File: src/rtl/bfa_ram.sv
// Generic single-write, single-read RAM with registered read data.
module bfa_ram #(
  parameter int WIDTH = 32,
  parameter int DEPTH = 128,
  parameter int AW    = (DEPTH > 1) ? $clog2(DEPTH) : 1
) (
  input  logic             clk,
  input  logic             we,
  input  logic [AW-1:0]    waddr,
  input  logic [WIDTH-1:0] wdata,
  input  logic [AW-1:0]    raddr,
  output logic [WIDTH-1:0] rdata
);

  logic [WIDTH-1:0] mem [DEPTH];

  always_ff @(posedge clk) begin
    if (we) begin
      mem[waddr] <= wdata;
    end
    rdata <= mem[raddr];
  end

endmodule

File: config.mk
export PLATFORM = sky130hd
export DESIGN_NAME = bfa_ram
export DESIGN_NICKNAME = d
export VERILOG_FILES = /design/src/rtl/bfa_ram.sv
export SDC_FILE = /design/constraint.sdc
export NUM_CORES = 2
export LEC_CHECK = 0
export ABC_AREA = 1
export BUFFER_PORTS_ARGS = -buffer_cell sky130_fd_sc_hd__buf_4
export CORE_ASPECT_RATIO = 0.5
export CORE_MARGIN = 5
export CORE_UTILIZATION = 60
export DETAILED_ROUTE_END_ITERATION = 12
export HOLD_SLACK_MARGIN = 0.08
export PLACE_DENSITY = 0.74
export SYNTH_ARGS = -nofsm -noshare
export SYNTH_HDL_FRONTEND = slang
export SYNTH_SLANG_ARGS = --single-unit
File: constraint.sdc
create_clock -name clk -period 6.96 [get_ports clk]
set_clock_uncertainty 0.05 [all_clocks]
set_input_delay 1.044 -clock clk [delete_from_list [all_inputs] [get_ports clk]]
set_output_delay 1.044 -clock clk [all_outputs]
set_load 0.03 [all_outputs]
Yosys cells after proc, flatten, opt, wreduce, memory -nomap -nowiden --
Memory sizes are Yosys's and may differ from the RTL's. A register that Yosys moved wholly into a read port is not among the register bits. Index checks and enable logic that the tools add are counted.
Storage, ports and cells: register bits after elaboration 0, RAM bits 4096, input port bits 48, output and inout bits 32, logic and storage cells 3, memories 1
Memories:
- mem | words 128, bits a word 32, rd ports 1, clocked after Yosys merged registers in 1, wr ports 1, line 15 | logic [WIDTH-1:0] mem [DEPTH];
Operators by class: mux-type cells 2
Operators with widths (number):
- $mux W1 | 2

Depth between registers and ports, before layout --
depth in word-level cells 2, gate-level depth with buffers 13

Worst setup path before layout --
No wires, ideal clock.
path kind input port to flip-flop, start input port we, end memory mem[105][0], enable pin, arrival 3.021 ns, required time 6.489 ns, setup slack 3.468 ns, stages 4, path buffers 2, path through clkbuf_1 > nand2_1 > clkbuf_1 > nor2_1
On the way: word-level cells in the longest chain between the ends 2
RTL lines:
- start: declaration | line 8 | input logic we,
- $mux W1 | line 18 | if (we) begin
- $mux W1 (not written as such) | line 19 | mem[waddr] <= wdata;
- end: declaration | line 15
No other way between the ends.

==> impl_metrics.toml <==
[cts]
cts_tree = "built"
cts_sinks = 4128
ctsHoldBuffers = 0
clock_path_buffers = 4
path_clk_slew_ns = 0.07
postCtsSetupBuffers = 0
cts_buffers = 350
post_cts_resized = 0
htreeDepth = 5
root_buffer = "clkbuf_16"
clk-insertion-delay-late_ns = 0.92

[yosys]
yosysTopAreaCell = "edfxtp_1"
syn_avg_cell_area_um2 = 12.30
netlist_area_mm2 = 0.1646
yosys-top-cells-area = "edfxtp_1, nand3_1, nand2_1"
ys_warn_count = 0
syn-num-nets = 13440
ys_async_sr_fraction = 0
synth_edf_count = 4096
syn_inst = 13390
synth-seq-cells = 4128
synth_top_flop_cell = "edfxtp_1"
ys_types = 15
yosysMostFrequentCell = "nand2_1"
synth_top_area_frac = 0.7471
synth_common_cells = "nand2_1, edfxtp_1, nand3_1"
seq_area_frac_synth = 0.7510

[global_routing]
grt_max_degree = 209
grt_pass1_vias = 102600
grt_first_pass_wirelength_um = 684900
antenna_found_initial = 37
gr-total-overflow = 0
grt_use_total = 0.3261

[detailed_routing]
wl_met2_um = 202200
route.met3.wl_um = 78600
antenna_left = 0
remaining_drc_errors = 0
wl_per_cell_um = 27.70
drt_iter0_markers = 18880
drt_first_pass_iters = 7
vias = 110500
avgViaCountPerCell = 6.444
drt_wl_total_um = 475000
wl_met1_um = 175000
dr.max_layer_used = "met5"

[sta]
worstMarginPinSlew_ns = 1.361
fmax_mhz = 235.8
hold_viol = 0
finalCritPeriodShare = 0.6094
rsz0062_at_grt = "false"
max_slew_margin = 0.09062
fin_crit_ns = 4.241
setup-tns-final_ns = 0
hold_ws_ns = 0.5656
setup_viol = 0
drv_slew = 0

[floorplanning]
initial_core_util = 0.6009
dieArea_mm2 = 0.2856
top_level_ports = 80
fp.dieW_um = 750.8
fp.dieH_um = 380.4
placementRows = 136
coreArea_mm2 = 0.2740

[min_path]
min_from = "wdata[0]"
hp-class = "in2reg"

[final_layout]
area_growth_pct = 9.276
drive_gt1_frac = 0.07342
layout.nets = 13240
fin_cells = 17150
finish.utilization = 0.6567

[placed_design]
place_hpwl_um = 252000
placed_cells = 16490
port_buffers = 79
gp_congestion = 0.9082

[setup_path]
r2r_start = "mem[89][22]$_DFFE_PP_"
crit_arrival_ns = 5.01
critical_path_required_ns = 7.73
crit_start = "raddr[0]"
end_kind = "flip-flop"
crit_type = "in2reg"
worstSetupStartpointType = "input port"
path_max_fanout = 163

[flow_run]
cap_violations = 0

[power_and_ir_drop]
leakagePower_nw = 62.06
vdd_drop_max_uv = 203.1
power_density_mw_per_mm2 = 278.4
finalPower_w = 0.05008

[status]
status = "finished, final reports clean"
-- cells in the final DEF, fill, tap and decap left out, types with 18 or more instances in the layout --
cell type / netlist / final
bufinv_16: 0 / 23
clkbuf_1: 109 / 69
clkbuf_16: 0 / 359
buf_4: 86 / 308
nand2_1: 4151 / 4143
nor2_4: 0 / 128
dfxtp_1: 32 / 32
edfxtp_1: 4096 / 4096
diode_2: 0 / 21
inv_1: 20 / 18
clkinv_1: 0 / 74
nand3_1: 4035 / 4035
clkinv_2: 0 / 77
buf_12: 0 / 42
-- worst max-delay path: stages --
cell and delay, ns:
buf_16 0.21, inv_16 0.64, buf_12 0.50, buf_4 0.36, nand2_1 0.08, nand3_1 0.08, nand3_1 0.10, nand3_1 0.13
nand3_1 0.22, nand3_1 0.65, nand3_1 0.55, nand2_1 0.18
-- routing by layer --
metal	up-vias	track usage
met4	18	0.1240
met3	1050	0.1122
met1	53460	0.4731
li1	47500	-
met2	8476	0.4584
met5	-	0
-- through the flow --
stage	area, um^2	setup slack (ns)
3_3_place_gp	168900	2.126
5_1_grt	179900	2.699
3_5_place_dp	168900	2.130
4_1_cts	179900	3.072
2_1_floorplan	164600	3.468
6_report	179900	2.719
-- path summary, 6_finish.rpt --
check                               to  slack [ns]  cells past startpoint
setup / recovery     rdata[22]$_DFF_P_        2.72                     12
hold / removal    mem[86][0]$_DFFE_PP_        0.57                      1
setup reg to reg     rdata[22]$_DFF_P_        4.42                      8
hold reg to reg      rdata[12]$_DFF_P_        0.81                      8
-- cell type report --
| type | instances | area [um^2] |
|---|---|---|
| multi-input combinational | 8328 | 37300 |
| antenna | 21 | 52.55 |
| fill | 18920 | 94060 |
| inverter | 24 | 142.6 |
| clock buffer | 436 | 9353 |
| sequential | 4128 | 123600 |
| timing repair buffer | 355 | 3237 |
| tap | 3657 | 4576 |
| clock inverter | 199 | 1607 |
-- flip-flops by register name (all words and copies together), names as in the netlist --
register	cells
mem	4096
rdata	32
-- kinds of logic (layout without fill, tap and decap cells) --
logic type	after synthesis	count (layout)	share of synthesized area
simple gates	8328	8328	0.2206
buf+inv	933	1014	0.02841
flops	4128	4128	0.7510
other cells	0	21	0
-- report_power, final --
part / total [W] / switching (W) / internal [W]
combinational: 0.00325 / 0.00254 / 0.000702
clock: 0.0193 / 0.00890 / 0.0104
sequential: 0.0275 / 0.0000793 / 0.0274
(Power assumes the default switching activity.)
