<file path="config.mk">
export PLATFORM = sky130hd
export DESIGN_NAME = bfa_ffz
export DESIGN_NICKNAME = d
export VERILOG_FILES = /design/src/rtl/bfa_pkg.sv /design/src/rtl/bfa_ffz.sv
export SDC_FILE = /design/constraint.sdc
export NUM_CORES = 1
export LEC_CHECK = 0
export ABC_AREA = 1
export BUFFER_PORTS_ARGS = -buffer_cell sky130_fd_sc_hd__clkbuf_2
export CORE_AREA = 8 8 45 47
export DETAILED_ROUTE_END_ITERATION = 16
export DIE_AREA = 0 0 53 55
export SLEW_MARGIN = 20
export SYNTH_ARGS = -nofsm -noshare
export SYNTH_HDL_FRONTEND = slang
export SYNTH_SLANG_ARGS = --single-unit
</file>
<file path="constraint.sdc">
create_clock -name vclk -period 1.9
set_input_delay 0.285 -clock vclk [all_inputs]
set_output_delay 0.285 -clock vclk [all_outputs]
set_load 0.005 [all_outputs]
</file>
<file path="src/rtl/bfa_pkg.sv">
// Shared widths, codes and defaults for the bitmap frame allocator.
package bfa_pkg;

  localparam int FRAME_W        = 12;
  localparam int WORD_W         = 32;
  localparam int POS_W          = 5;
  localparam int BITMAP_WORDS   = 128;
  localparam int BITMAP_BITS    = BITMAP_WORDS * WORD_W;
  localparam int NUM_FRAMES_DEF = 4096;

  localparam logic OP_ALLOC = 1'b0;
  localparam logic OP_FREE  = 1'b1;

  localparam logic STATUS_OK      = 1'b0;
  localparam logic STATUS_NO_FRAME = 1'b1;

  typedef struct packed {
    logic             found;
    logic [POS_W-1:0] pos;
  } bfa_ffz_t;

endpackage

</file>
<file path="src/rtl/bfa_ffz.sv">
// Find-first-zero unit: lowest clear bit of one bitmap word.
module bfa_ffz
  import bfa_pkg::*;
(
  input  logic [WORD_W-1:0] word,
  output bfa_ffz_t          res
);

  always_comb begin
    res.found = 1'b0;
    res.pos   = '0;
    // Walk from the top so the lowest clear bit wins.
    for (int i = WORD_W - 1; i >= 0; i--) begin
      if (!word[i]) begin
        res.found = 1'b1;
        res.pos   = POS_W'(i);
      end
    end
  end

endmodule

</file>
* After elaboration in Yosys (flattened, before gate mapping)
Cells that the tools add are included.
Storage, ports and cells: bits in registers 0, input bits 32, output and inout port bits 6, word-level logic and storage cells 32
Operators by class: multiplexer cells 32
Operators by type and width (number):
- 6-bit 2-to-1 mux | 32

* Logic depth before layout (Yosys ltp)
Gate-level depths: netlist of run 1.
depth in word-level cells 32, depth in mapped cells 29, gate-level depth less buffers 29

* Worst setup path after synthesis of run 1
Ideal clock, no wire load.
path type input to output, start input port word[31], end output port res[0] in the netlist's numbering, arrival time 1564 ps, data required time 1615 ps, setup slack 51 ps, cell stages on the path 29, path buffers 0, cells stage by stage inv_1 -> nand2_1 -> nand2_1 -> nand2_1 -> nand2_1 -> nand2_1 -> nand2_1 -> nand2_1 -> nand2_1 -> nand2_1 -> nand2_1 -> nand2_1 -> nand2_1 -> nand2_1 -> nand2_1 -> nand2_1 -> nand2_1 -> nand2_1 -> nand2_1 -> nand2_1 -> nand2_1 -> nand2_1 -> nand2_1 -> nand2_1 -> nand2_1 -> nand2_1 -> nand2_1 -> nand2_1 -> a21oi_2
RTL lines:
- start, declared | line bfa_ffz.sv:5 | input logic [WORD_W-1:0] word,
- end, declared | line bfa_ffz.sv:6 | output bfa_ffz_t res

==> results by group, run 1 <==
Detailed routing
  • Final ANT Viol Nets: 0
  • Routed WL: 1265 um
  • First-pass iteration count of the detailed router: 2
  • Via count: 616
  • DR vias/cell: 4.496
  • DRC violations left: 0
  • WL/cell: 9.234 um
  • DR iter-0 viols: 9

Finish
  • Clkbuf count: 0
  • Fill count: 158
  • Seq Cell Count: 0
  • Nets: 155
  • Layout area overhead: 82.66%
  • Layout cell share with drive strength beyond 1: 38.84%
  • Fin util: 44.76%
  • Post-Layout Cell Count: 137
  • Diode count: 0
  • Reg area: 0 um^2
  • Final instance area: 619.3 um^2

Synth
  • Syn_area_per_cell: 4.347 um^2
  • Mapped Area: 339.1 um^2
  • Synth warn: 0
  • Post-synthesis cell count: 78
  • Area share of the largest cell type after synthesis: 47.60%
  • Synthesized Nets: 110
  • Synth cell types: 13
  • Part of the Yosys area used for sequential elements: 0%
  • Largest area contributor in the netlist: nand2_1
  • Top post-synthesis cells by area: nand2_1 (48%), nor2_1 (13%), nand4_1 (7.4%)

Global routing
  • Largest net degree at the start of global routing: 5
  • Vias in the first global route: 529
  • GRT overflow: 0
  • Initial antenna violation count: 0
  • GRT Total Usage: 8.065%
  • First-pass GRT wire length: 1994 um

Timing
  • RSZ-0062 raised after global routing: true
  • Final min period: 2.184 ns
  • Ratio of final minimum period to clock period: 115.0%
  • PnR worst setup slack: -0.2843 ns
  • Max Freq: 0.4578 GHz
  • Fin. max-slew vios: 0
  • Max_slew headroom: 86.01%
  • Setup violators final: 2
  • Tightest Pin Transition: 0.2077 ns
  • Setup TNS: -0.4801 ns
  • Hold_ws: 0.8479 ns
  • Final Hold Vio Count: 0

Placed design
  • Pre-CTS setup slack: -0.2692 ns
  • Cell area after placement: 579.3 um^2
  • DP HPWL: 1156 um
  • Gpl congestion: 0.7684
  • Buffers on Ports: 38
  • Placed cells: 136

Setup path
  • Worst path bufs/invs: 3
  • CP required: 1.62 ns
  • CP max FO: 2
  • CP most frequent cell: nand2_1
  • Largest stage delay on the critical path: 0.12 ns
  • Worst setup EP type: output pin
  • Critical path class: in -> out
  • CP Data Arrival Time: 1.90 ns
  • Crit path launch type: primary input
  • Slowest CP cell: buf_2
  • Cell family with most CP delay: simple AND/OR/NAND/NOR gates

Run status
  • Failing checks: setup timing
  • Outcome: finished, violations left

Power and ir drop
  • Clock share of power: 0%
  • Maximum VDD drop: 0.06778 mV
  • Static Leak: 0.3594 nW
  • Sequential Power Share: 0%
  • Switching pwr: 48.57 uW
  • Power Dens Cells: 167.1 nW/um^2
  • Sw Ratio: 46.92%
  • Pwr Total: 103.5 uW
  • Combinational power share: 100.0%
  • Cell-internal power: 54.94 uW

Floorplan
  • Die height: 55 um
  • I/O pins: 38
  • Row cnt: 14
  • Die extent in x: 53 um
  • Initial Util: 24.50%
  • Die area: 2915 um^2
  • Core region area: 1384 um^2

Clock network
  • Post-CTS Hold Buffers: 0

Min path
  • HP Class: in -> out

Run
  • Maxcap violations: 0
## power groups by stage
| stage | combinational, mW | sequential, mW | clock [mW] |
|---|---|---|---|
| 6_report | 0.104 | 0 | 0 |
| 5_1_grt | 0.118 | 0 | 0 |
| 4_1_cts | 0.0960 | 0 | 0 |
| 3_5_place_dp | 0.0952 | 0 | 0 |
| 3_3_place_gp | 0.0939 | 0 | 0 |
| 2_1_floorplan | 0.0381 | 0 | 0 |
## cell families after synthesis
kind of cell	after synthesis	synth area share, %
compound gates	10	20.29
buf+inv	5	5.536
simple gates	63	74.17
## final timing paths
path / from / to / slack [ns] / cells after the start
max: word[31] / res[0] / -0.28 / 31
min: word[2] / res[1] / 0.85 / 3
## synthesized netlist by cell type
| library cell | n |
|---|---|
| a211oi_1 | 2 |
| a21oi_2 | 1 |
| o21a_1 | 1 |
| nand3_1 | 4 |
| o21ai_0 | 1 |
| o211ai_1 | 1 |
| nor2_1 | 12 |
| inv_1 | 5 |
| a21boi_0 | 1 |
| a21oi_1 | 1 |
| nand4_1 | 4 |
| a31oi_1 | 2 |
| nand2_1 | 43 |
## layout by cell type, fill, tap and decap left out
cell      netlist  final
nand2_1        43     42
clkbuf_2        0     34
nor2_1         12     12
inv_1           5      5
nand4_1         4      4
nand3_1         4      4
buf_6           0      4
buf_4           0      3
a211oi_1        2      2
a21oi_2         1      2
buf_2           0      2
a21boi_0        1      1
nand2_2         0      1
a31oi_2         0      1
o211ai_1        1      1
a31oi_1         2      1
o21a_1          1      1
o21ai_0         1      1
## routing by layer
layer  routed length, um  up-vias  global-route usage (%)
met3                 132        0                   1.337
met1                 500      252                   10.11
met4                   0        0                       0
met2                 632       19                   14.84
met5                   0        -                       0
li1                    -      345                       -
## what timing repair did
action / 4_1_cts / 5_1_grt
setup endpoints to repair: 2 / 2
resized for setup: 1 / 9
cloned: 0 / 0
pin swaps: 8 / 14
buffers inserted: 0 / 1
## cell type report
cell class         instances  area, um^2  area share (%)
well taps                 16       20.02           3.232
repair buffers            43       247.7           40.00
multi-input cells         73       332.8           53.74
inverters                  5       18.77           3.030
Note: power is estimated with default switching activity, not from simulation.
==> inputs of run 2 (changes only) <==
==> constraint.sdc (replaced) <==
create_clock -name vclk -period 1.9
set_input_delay 0.38 -clock vclk [all_inputs]
set_output_delay 0.38 -clock vclk [all_outputs]
set_load 0.005 [all_outputs]
==> results by group, run 2 (synthesized netlist as in run 1, its figures left out) <==
Run status
  • Outcome: finished, violations left
  • Failing checks: setup timing

Timing
  • Ratio of final minimum period to clock period: 122.8% (+7.9 points)
  • Tightest Pin Transition: 0.2302 ns (+0.02250 ns)
  • PnR worst setup slack: -0.4335 ns (-0.1492 ns)
  • Max_slew headroom: 84.49% (-1.5 points)
  • RSZ-0062 raised after global routing: true
  • Final Hold Vio Count: 0 (unchanged)
  • Setup violators final: 2 (unchanged)
  • Max Freq: 0.4285 GHz (-6.4%)
  • Fin. max-slew vios: 0 (unchanged)
  • Setup TNS: -0.7581 ns (-0.2780 ns)
  • Final min period: 2.334 ns (+0.1492 ns)

Detailed routing
  • First-pass iteration count of the detailed router: 2 (unchanged)
  • DRC violations left: 0 (unchanged)
  • DR iter-0 viols: 1 (-8)
  • Routed WL: 1255 um (-0.79%)
  • Via count: 619 (+0.49%)
  • Final ANT Viol Nets: 0 (unchanged)
  • WL/cell: 9.029 um (-2.2%)
  • DR vias/cell: 4.453 (-0.96%)

Finish
  • Layout area overhead: 85.24%
  • Most frequent cells in the layout: nand2_1 (42), clkbuf_2 (34), nor2_1 (12), buf_4 (5)
  • Diode count: 0 (unchanged)
  • Clkbuf count: 0 (unchanged)
  • Seq Cell Count: 0 (unchanged)
  • Nets: 157 (+1.3%)
  • Commonest non-fill, non-tap cell in the layout: nand2_1
  • Fin util: 45.39% (+0.63 points)
  • Fill count: 161 (+1.9%)
  • Reg area: 0 um^2 (unchanged)
  • Layout cell share with drive strength beyond 1: 39.84% (+0.99 points)
  • Final instance area: 628.1 um^2 (+1.4%)

Setup path
  • CP most frequent cell: nand2_1
  • CP required: 1.52 ns (-0.10 ns)
  • Worst setup EP type: output pin
  • Crit path launch type: primary input
  • CP max FO: 2 (unchanged)
  • Critical path class: in -> out
  • Slowest CP cell: buf_2
  • CP Data Arrival Time: 1.95 ns (+0.05 ns)
  • Largest stage delay on the critical path: 0.11 ns (about the same)

Power and ir drop
  • Sw Ratio: 46.12% (-0.81 points)
  • Combinational power share: 100.0% (about the same)
  • Cell-internal power: 56.95 uW (+3.7%)
  • Maximum VDD drop: 0.07631 mV (+13%)
  • Switching pwr: 48.74 uW (+0.35%)
  • Sequential Power Share: 0% (unchanged)
  • Power Dens Cells: 168.3 nW/um^2 (+0.69%)
  • Static Leak: 0.3673 nW (+2.2%)
  • Clock share of power: 0% (unchanged)

Global routing
  • Vias in the first global route: 513 (-3.0%)
  • GRT overflow: 0 (unchanged)
  • GRT Total Usage: 7.466% (-0.60 points)
  • First-pass GRT wire length: 1828 um (-8.3%)
  • Initial antenna violation count: 0 (unchanged)
  • Largest net degree at the start of global routing: 5 (unchanged)

Floorplan
  • Core region area: 1384 um^2 (unchanged)
  • Die height: 55 um (unchanged)
  • Die area: 2915 um^2 (unchanged)
  • Die extent in x: 53 um (unchanged)
  • Initial Util: 24.50% (unchanged)
  • I/O pins: 38 (unchanged)
  • Row cnt: 14 (unchanged)

Clock network
  • Postcts setup bufs: 0 (unchanged)
  • Post-CTS Hold Buffers: 0 (unchanged)

Placed design
  • Cell area after placement: 601.8 um^2 (+3.9%)
  • Buffers on Ports: 38 (unchanged)
  • DP HPWL: 1194 um (+3.3%)
  • Gpl congestion: 0.7678 (about the same)

Run
  • Maxcap violations: 0 (unchanged)

Min path
  • HP Class: in -> out
[run 2: changes by cell type in the layout (fill, tap and decap cells not counted)]
cell,change
a31oi_1,+1
a31oi_2,-1
buf_4,+2
inv_1,-1
inv_2,+1
[run 2: stage by stage]
step / total power, mW / hold slack, ns / std cells / setup WS, ns
floorplan: 0.03812 / 0.8155 / 78 / -0.1391
global placement: 0.09856 / 1.017 / 139 / -0.4434
detailed placement: 0.1006 / 1.023 / 139 / -0.4658
CTS: 0.1017 / 1.021 / 139 / -0.4728
global route: 0.1196 / 1.065 / 139 / -0.7642
finish: 0.1057 / 1.036 / 139 / -0.4335
[run 2: path summary, 6_finish.rpt]
check | cells after the start | start | slack [ns] | to
worst max-delay path | 31 | word[31] | -0.43 | res[0]
worst min-delay path | 3 | word[2] | 1.04 | res[1]
[run 2: final cells by class]
class / instances / area (um^2) / share of cell area [%]
inverters: 5 / 18.77 / 2.988
multi-input cells: 73 / 326.6 / 51.99
well taps: 16 / 20.02 / 3.187
repair buffers: 45 / 262.8 / 41.83
[run 2: layer usage]
layer / share of wire [%] / vias to the layer above / global-route usage [%]
met2: 47 / 19 / 15.04
met5: 0 / - / 0
met3: 8.4 / 0 / 0.5348
met1: 44 / 247 / 8.748
met4: 0 / 0 / 0
li1: - / 353 / -
[run 2: critical path: cells and delay by family]
family / cells / cell delay [ns]
compound gates: 1 / 0.10
buf+inv: 3 / 0.24
simple gates: 27 / 1.23
[run 2: what timing repair did]
item                       CTS  global route
pin swaps                    6            12
gates resized for setup      1             9
setup endpoints to repair    2             2
[run 2: power groups by stage]
| stage | sequential, mW | clock, mW | combinational (mW) |
|---|---|---|---|
| 2_1_floorplan | 0 | 0 | 0.0381 |
| 3_3_place_gp | 0 | 0 | 0.0986 |
| 3_5_place_dp | 0 | 0 | 0.101 |
| 4_1_cts | 0 | 0 | 0.102 |
| 5_1_grt | 0 | 0 | 0.120 |
| 6_report | 0 | 0 | 0.106 |
==> inputs of run 3 (changes only) <==
Settings changed: PLACE_DENSITY set to 0.62.
==> results by group, run 3 (synthesized netlist as in run 1, its figures left out) <==
Setup path
  • Critical path class: in -> out
  • CP required: 1.52 ns (about the same)
  • Largest stage delay on the critical path: 0.12 ns (about the same)
  • Worst setup EP type: output pin
  • CP Data Arrival Time: 1.96 ns (about the same)
  • CP max FO: 2 (unchanged)
  • Slowest CP cell: buf_2
  • Crit path launch type: primary input
  • CP most frequent cell: nand2_1

Power and ir drop
  • Clock share of power: 0% (unchanged)
  • Cell-internal power: 56.95 uW (about the same)
  • Sw Ratio: 45.87% (-0.24 points)
  • Switching pwr: 48.27 uW (-0.97%)
  • Power Dens Cells: 167.5 nW/um^2 (-0.45%)
  • Sequential Power Share: 0% (unchanged)
  • Static Leak: 0.3672 nW (about the same)
  • Pwr Total: 105.2 uW (-0.45%)
  • Maximum VDD drop: 0.05782 mV (-24%)
  • Combinational power share: 100.0% (about the same)

Detailed routing
  • DR top layer: met3
  • WL/cell: 9.022 um (about the same)
  • Wl on met1: 507 um (-8.3%)
  • DR iter-0 viols: 13 (+12)
  • DR WL met2: 547 um (-8.2%)
  • DR vias/cell: 4.489 (+0.81%)
  • Final ANT Viol Nets: 0 (unchanged)
  • Routed WL: 1254 um (about the same)
  • DRC violations left: 0 (unchanged)
  • Via count: 624 (+0.81%)
  • Metal3 WL: 199 um (+90%)
  • First-pass iteration count of the detailed router: 2 (unchanged)

Floorplan
  • Initial Util: 24.50% (unchanged)
  • Row cnt: 14 (unchanged)
  • Die height: 55 um (unchanged)
  • I/O pins: 38 (unchanged)
  • Core region area: 1384 um^2 (unchanged)
  • Die area: 2915 um^2 (unchanged)
  • Die extent in x: 53 um (unchanged)

Timing
  • Fin. max-slew vios: 0 (unchanged)
  • Final Hold Vio Count: 0 (unchanged)
  • Final min period: 2.343 ns (+0.009764 ns)
  • Max Freq: 0.4268 GHz (-0.42%)
  • Ratio of final minimum period to clock period: 123.3% (+0.51 points)
  • Max_slew headroom: 85.71% (+1.2 points)
  • PnR worst setup slack: -0.4433 ns (-0.009764 ns)
  • Tightest Pin Transition: 0.2131 ns (-0.01713 ns)
  • Hold_ws: 1.031 ns (-0.004460 ns)
  • Setup violators final: 2 (unchanged)
  • RSZ-0062 raised after global routing: true

Finish
  • Commonest non-fill, non-tap cell in the layout: nand2_1
  • Layout cell share with drive strength beyond 1: 39.02% (-0.81 points)
  • Reg area: 0 um^2 (unchanged)
  • Diode count: 0 (unchanged)
  • Fill count: 156 (-3.1%)
  • Nets: 157 (unchanged)
  • Most frequent cells in the layout: nand2_1 (42), clkbuf_2 (35), nor2_1 (12), inv_1 (5), buf_4 (5)
  • Clkbuf count: 0 (unchanged)
  • Fin util: 45.39% (unchanged)
  • Multi-input gate area: 326.6 um^2 (unchanged)
  • Post-Layout Cell Count: 139 (unchanged)
  • Layout area overhead: 85.24% (unchanged)
  • Seq Cell Count: 0 (unchanged)

Global routing
  • First-pass GRT wire length: 1918 um (+4.9%)
  • Largest net degree at the start of global routing: 5 (unchanged)
  • GRT Total Usage: 7.684% (+0.22 points)
  • Vias in the first global route: 541 (+5.5%)
  • GRT overflow: 0 (unchanged)
  • Initial antenna violation count: 0 (unchanged)

Clock network
  • Postcts setup bufs: 0 (unchanged)

Placed design
  • Placed cells: 139 (unchanged)
  • Gpl congestion: 0.8059 (+5.0%)
  • Pre-CTS setup slack: -0.4767 ns (-0.01085 ns)
  • DP HPWL: 1179 um (-1.3%)
  • Buffers on Ports: 38 (unchanged)

Min path
  • Min-Delay Endpoint: res[1]
  • HP Class: in -> out
  • Hold path cells: 3 (unchanged)
  • Worst Min Path Start: word[2]

Run status
  • Outcome: finished, violations left
  • Failing checks: setup timing

Run
  • Maxcap violations: 0 (unchanged)
run 3: cell types whose count changed in the layout (fill, tap and decap cells not counted):
cell,delta
clkbuf_2,+1
inv_2,-1
inv_1,+1
buf_2,-1
run 3: power by group through the flow:
stage | Combinational (mW) | Sequential [mW] | Clock, mW
5_1_grt | 0.119 | 0 | 0
3_3_place_gp | 0.0985 | 0 | 0
2_1_floorplan | 0.0381 | 0 | 0
4_1_cts | 0.101 | 0 | 0
3_5_place_dp | 0.100 | 0 | 0
6_report | 0.105 | 0 | 0
run 3: worst max-delay path by stage:
stage / start / slack, ns / to
floorplan: word[31] / -0.14 / res[0]
global placement: word[31] / -0.47 / res[0]
detailed placement: word[31] / -0.48 / res[0]
CTS: word[31] / -0.48 / res[0]
global route: word[31] / -0.80 / res[0]
finish: word[31] / -0.44 / res[0]
run 3: layout make-up:
class                           instances  share of cell area [%]
Tap cell                               16                   3.187
Multi-Input combinational cell         73                   51.99
Inverter                                5                   2.988
Timing Repair Buffer                   45                   41.83
run 3: worst max-delay path, delay by kind of cell:
family | cells | cell delay (ns)
buffers and inverters | 3 | 0.25
AOI/OAI and AO/OA | 1 | 0.10
and+or+nand+nor | 27 | 1.23
run 3: through the flow:
stage / TNS, ns / instance area (um^2)
floorplan: -0.1391 / 339.1
global placement: -0.7699 / 601.8
detailed placement: -0.8072 / 601.8
CTS: -0.9088 / 605.6
global route: -1.234 / 628.1
finish: -0.7596 / 628.1
run 3: repair_timing:
item / in CTS / in global routing
pin swaps: 8 / 12
endpoints found under the setup margin: 2 / 2
hold buffers: 0 / 0
gates resized for setup: 1 / 6
run 3: routing by layer:
metal | up-vias | global-route usage, %
met5 | - | 0
met4 | 0 | 0
met3 | 0 | 2.406
met2 | 26 | 14.45
met1 | 247 | 8.748
li1 | 351 | -
